$ cat src/sv/sabt_pkg.sv
// ----------------------------------------------------------------------------
// sabt_pkg: shared constants of the segment versus box slab test
// Pipeline shape constants used by the divider, the clipper and the top level.
// ----------------------------------------------------------------------------
package sabt_pkg;

    // Quotient bits resolved per divider pipeline stage.
    localparam int DIV_STEP    = 4;
    // One clipping stage per axis.
    localparam int CLIP_STAGES = 3;
    // Multiply stage and add/saturate stage of the entry point.
    localparam int LERP_STAGES = 2;

endpackage

$ cat src/sv/sabt_div.sv
// ----------------------------------------------------------------------------
// sabt_div: pipelined fixed-point slab quotient divider
// Computes (num << FRAC_BITS) / den toward zero, saturated to the coordinate
// range, resolving DIV_STEP quotient bits per stage.
// ----------------------------------------------------------------------------
module sabt_div #(
    parameter int COORD_WIDTH = 32,
    parameter int FRAC_BITS   = 16
) (
    input  logic                          i_clk,
    input  logic                          i_en,
    input  logic signed [COORD_WIDTH+1:0] i_num,
    input  logic signed [COORD_WIDTH:0]   i_den,
    output logic signed [COORD_WIDTH-1:0] o_quot
);
    import sabt_pkg::*;

    localparam int C  = COORD_WIDTH;
    localparam int UW = C + 2;
    localparam int DW = C + 1;
    localparam int NW = UW + FRAC_BITS;
    localparam int RW = C + 2;
    localparam int NS = (C + DIV_STEP - 1) / DIV_STEP;

    localparam logic [C-1:0] SAT_POS = {1'b0, {(C-1){1'b1}}};
    localparam logic [C-1:0] SAT_NEG = {1'b1, {(C-1){1'b0}}};

    // Magnitude stage.
    logic [UW-1:0] r_a_un;
    logic [DW-1:0] r_a_ud;
    logic          r_a_neg;

    // Iteration stages; index 0 is the set-up stage.
    logic [RW-1:0] r_rem [NS+1];
    logic [C-1:0]  r_q   [NS+1];
    logic [C-1:0]  r_nl  [NS+1];
    logic [DW-1:0] r_ud  [NS+1];
    logic          r_neg [NS+1];
    logic          r_ovf [NS+1];

    logic [C-1:0]  r_quot;

    logic [NW-1:0] n_wide;

    assign n_wide = {r_a_un, {FRAC_BITS{1'b0}}};

    always_ff @(posedge i_clk) begin
        if (i_en) begin
            r_a_un  <= i_num[UW-1] ? UW'(-i_num) : UW'(i_num);
            r_a_ud  <= i_den[DW-1] ? DW'(-i_den) : DW'(i_den);
            r_a_neg <= i_num[UW-1] ^ i_den[DW-1];
            // The upper quotient bits are only checked for being non-zero.
            r_ovf[0] <= (n_wide >> C) >= NW'(r_a_ud);
            r_rem[0] <= RW'(n_wide >> C);
            r_q[0]   <= '0;
            r_nl[0]  <= n_wide[C-1:0];
            r_ud[0]  <= r_a_ud;
            r_neg[0] <= r_a_neg;
        end
    end

    for (genvar s = 0; s < NS; s++) begin : g_stage
        logic [RW-1:0] n_rem;
        logic [C-1:0]  n_q;
        logic [C-1:0]  n_nl;

        always_comb begin
            n_rem = r_rem[s];
            n_q   = r_q[s];
            n_nl  = r_nl[s];
            for (int k = 0; k < DIV_STEP; k++) begin
                if (s * DIV_STEP + k < C) begin
                    n_rem = {n_rem[RW-2:0], n_nl[C-1]};
                    n_nl  = {n_nl[C-2:0], 1'b0};
                    n_q   = {n_q[C-2:0], 1'b0};
                    if (n_rem >= RW'(r_ud[s])) begin
                        n_rem  = n_rem - RW'(r_ud[s]);
                        n_q[0] = 1'b1;
                    end
                end
            end
        end

        always_ff @(posedge i_clk) begin
            if (i_en) begin
                r_rem[s+1] <= n_rem;
                r_q[s+1]   <= n_q;
                r_nl[s+1]  <= n_nl;
                r_ud[s+1]  <= r_ud[s];
                r_neg[s+1] <= r_neg[s];
                r_ovf[s+1] <= r_ovf[s];
            end
        end
    end

    always_ff @(posedge i_clk) begin
        if (i_en) begin
            if (r_neg[NS]) begin
                r_quot <= (r_ovf[NS] || r_q[NS][C-1]) ? SAT_NEG : C'(-r_q[NS]);
            end else begin
                r_quot <= (r_ovf[NS] || r_q[NS][C-1]) ? SAT_POS : r_q[NS];
            end
        end
    end

    assign o_quot = $signed(r_quot);

endmodule

$ cat config.mk
export PLATFORM = sky130hd
export DESIGN_NAME = sabt_div
export DESIGN_NICKNAME = d
export VERILOG_FILES = /design/src/sv/sabt_pkg.sv /design/src/sv/sabt_div.sv
export SDC_FILE = /design/constraint.sdc
export NUM_CORES = 2
export LEC_CHECK = 0
export BUFFER_PORTS_ARGS = -buffer_cell sky130_fd_sc_hd__buf_2
export CORE_ASPECT_RATIO = 0.7
export CORE_UTILIZATION = 51
export DETAILED_ROUTE_END_ITERATION = 10
export PLACE_DENSITY = 0.63
export RECOVER_POWER = 25
export SYNTH_ARGS = -nofsm -noshare
export SYNTH_HDL_FRONTEND = slang
export SYNTH_SLANG_ARGS = --single-unit
$ cat constraint.sdc
create_clock -name i_clk -period 22.7 [get_ports i_clk]
set_input_delay 6.81 -clock i_clk [delete_from_list [all_inputs] [get_ports i_clk]]
set_output_delay 6.81 -clock i_clk [all_outputs]
set_load 0.02 [all_outputs]
==> results.txt <==
placeable core region - 0.171 mm2
Clock Skew - 0.0580 ns
cell type of the slowest stage on the worst timing path - nor4b_1
ranking of synthesized cells by instance count - 1050 x ha_1, 892 x a21oi_1, 815 x edfxtp_1, 795 x nand2_1, 755 x o21ai_0
count of vias placed by the detailed router - 79500
post-DR vias/cell - 6.43
TritonCTS clock tree - yes
library cell used as clock root buffer - clkbuf_16
DIE HEIGHT - 350 um
Nets - 11200
number of standard cells after synthesis - 9981
Detail Route Antenna Nets - 0
aggregate routed wire length - 314 mm
maximum single-stage delay on the critical path - 0.79 ns
initial core utilization - 0.514
quantity of gates resized following cts - 0
hold slack final - 0.411 ns
x dimension of the die - 499 um
worst relative slew slack - 0.0251
first-pass GRT wire length - 458 mm
Clock Pin Slew Worst Setup and Hold Paths - 0.07 ns
setup repair after global routing missed its margin - false
port bufs - 100
min-delay worst type - register to register
cell with the most instances after synthesis - ha_1
Max-cap violations - 0
total CTS buffers - 90
CP required - 23.22 ns
transition at the pin with the smallest max-transition slack - 1.45 ns
RePlAce Congestion - 1.03
synthesized flop and latch total - 815
Top-Level Pins - 101
DIE AREA - 0.174 mm2
standard-cell rows - 127
type of destination of the critical path - register
post-layout util - 0.550
Syn. warnings - 0
Mapped Avg Cell Area - 8.82 um2
final hold viol count - 0
result of the run - finished clean
number of antenna violations at the first check in global routing - 26
number of DRC violations after detailed-routing iteration 0 - 10300
vias in the first global route - 71000
maximum number of pins on one net before global-route repair - 151
layout cell share with drive strength beyond 1 - 0.0834
Synthesized Nets - 11100
clock sink total - 815
Max Transition Viols Final - 0
synthesized cell area - 0.0880 mm2
drt first pass iters - 6
count of endpoints failing setup in the final report - 0
number of flops mapped to enable cells by yosys - 815
setup tns final - 0 ns
GR Util All Layers - 0.349
type of origin of the critical path - register
htree depth - 3
Arr. time, crit path - 17.46 ns
area of all placed cells without fillers - 0.0943 mm2
DRC violations left - 0
area growth from synthesis to layout - 7.06%
DP Wirelength - 258 mm
portion of the clock cycle consumed by the worst path in the final layout - 0.746
post-layout minimum cycle time - 16.93 ns
Synth area leader - edfxtp_1
count of distinct cell types in the synthesized netlist - 103
placed cell area - 0.0910 mm2
largest cells by area after synthesis - edfxtp_1 28%, ha_1 15%, xnor2_1 6.1%
cts-stage hold buffer count - 0
share of flip-flops with an asynchronous set or reset after synthesis - 0
largest buffer count on any clock path - 3
Post-CTS Setup Bufs - 0
Primary FF master, synth - edfxtp_1
Critical Path Fanout Max - 43
GR Overflow Total - 0
area share of the leading cell type in the synthesized netlist - 0.278
portion of the post-synthesis area used by sequential elements - 0.278
critical path start-end classification - register to register
achievable frequency - 59.0 MHz
worst-skew pair later-pin latency - 0.78 ns
mean routed wirelength per cell - 25.4 um
-- worst paths after layout --
| check | startpoint | end | slack [ns] | cells past startpoint |
|---|---|---|---|---|
| worst min-delay path | r_ud[0][58]$_DFFE_PP_ | r_ud[0][91]$_DFFE_PP_ | 0.41 | 0 |
| worst max-delay path | r_ud[0][51]$_DFFE_PP_ | r_rem[0][90]$_DFFE_PP_ | 5.77 | 51 |
| worst max register to register | r_ud[0][51]$_DFFE_PP_ | r_rem[0][90]$_DFFE_PP_ | 5.77 | 51 |
| worst min register to register | r_ud[0][58]$_DFFE_PP_ | r_ud[0][91]$_DFFE_PP_ | 0.41 | 0 |
-- sequential cells by signal, indices dropped and copies added, names as in the netlist, 32 cells and up --
name / count
r_a_un: 34
o_quot: 32
r_a_ud: 33
r_nl: 40
r_ud: 264
r_q: 144
r_rem: 249
-- critical path: cells and delay by family, from the launching register on --
kind	cells	cell delay [ns]
AOI/OAI and AO/OA	27	7.60
and+or+nand+nor	12	3.87
buffers and inverters	6	2.08
adders and majority gates	4	1.60
muxes	2	0.84
DFF	1	0.56
-- final cells by class --
cell class              count  area (um2)
flip-flops and latches    815       24500
repair buffers            161         977
inverters                 584        2190
multi-input cells        8367       60500
clock inverters            67         917
well taps                2257        2820
diodes                      9        22.5
clock buffers             100        2310
fillers                 15500       77000
-- routing by layer --
metal,global-route usage,part of all wire,vias to the layer above,routed length [um]
met4,0.0944,0.028,8,8780
met1,0.542,0.48,38100,151000
met2,0.458,0.37,3697,117000
li1,-,-,37400,-
met3,0.0941,0.12,380,37000
met5,0.0108,0.0015,-,469
-- logic make-up (layout without fill, tap and decap cells) --
group | Yosys count | after routing | share of synthesized area
muxes | 528 | 528 | 0.0681
buffers and inverters | 799 | 912 | 0.0353
DFF | 815 | 815 | 0.278
other | 0 | 9 | 0
AOI/OAI and AO/OA | 3163 | 3163 | 0.228
adders and majority gates | 1070 | 1070 | 0.154
xor gates and xnor gates | 916 | 916 | 0.0911
and+or+nand+nor | 2690 | 2690 | 0.146
-- cell usage in the layout, fill, tap and decap left out, types with 130 or more instances in the layout --
master / n
xor2_1: 305
nand2b_1: 142
nor3_1: 178
ha_1: 1050
a21oi_1: 892
nand2_1: 795
mux2_2: 390
nand3_1: 188
o21ai_0: 755
nor2_1: 716
a21o_1: 439
nand4_1: 141
xnor2_1: 611
inv_1: 570
o21a_1: 181
nor2b_1: 130
edfxtp_1: 815
-- metrics by stage --
stage                     worst slack (ns)  std cells
after global routing                  5.41      12400
after detailed placement              6.61      12200
final                                 5.77      12400
after floorplan                      10.44       9981
after global placement                6.79      12200
after CTS                             6.58      12400
Power is not shown: default switching activity piles up to over one toggle a cycle in this logic, so the estimate is an artifact.
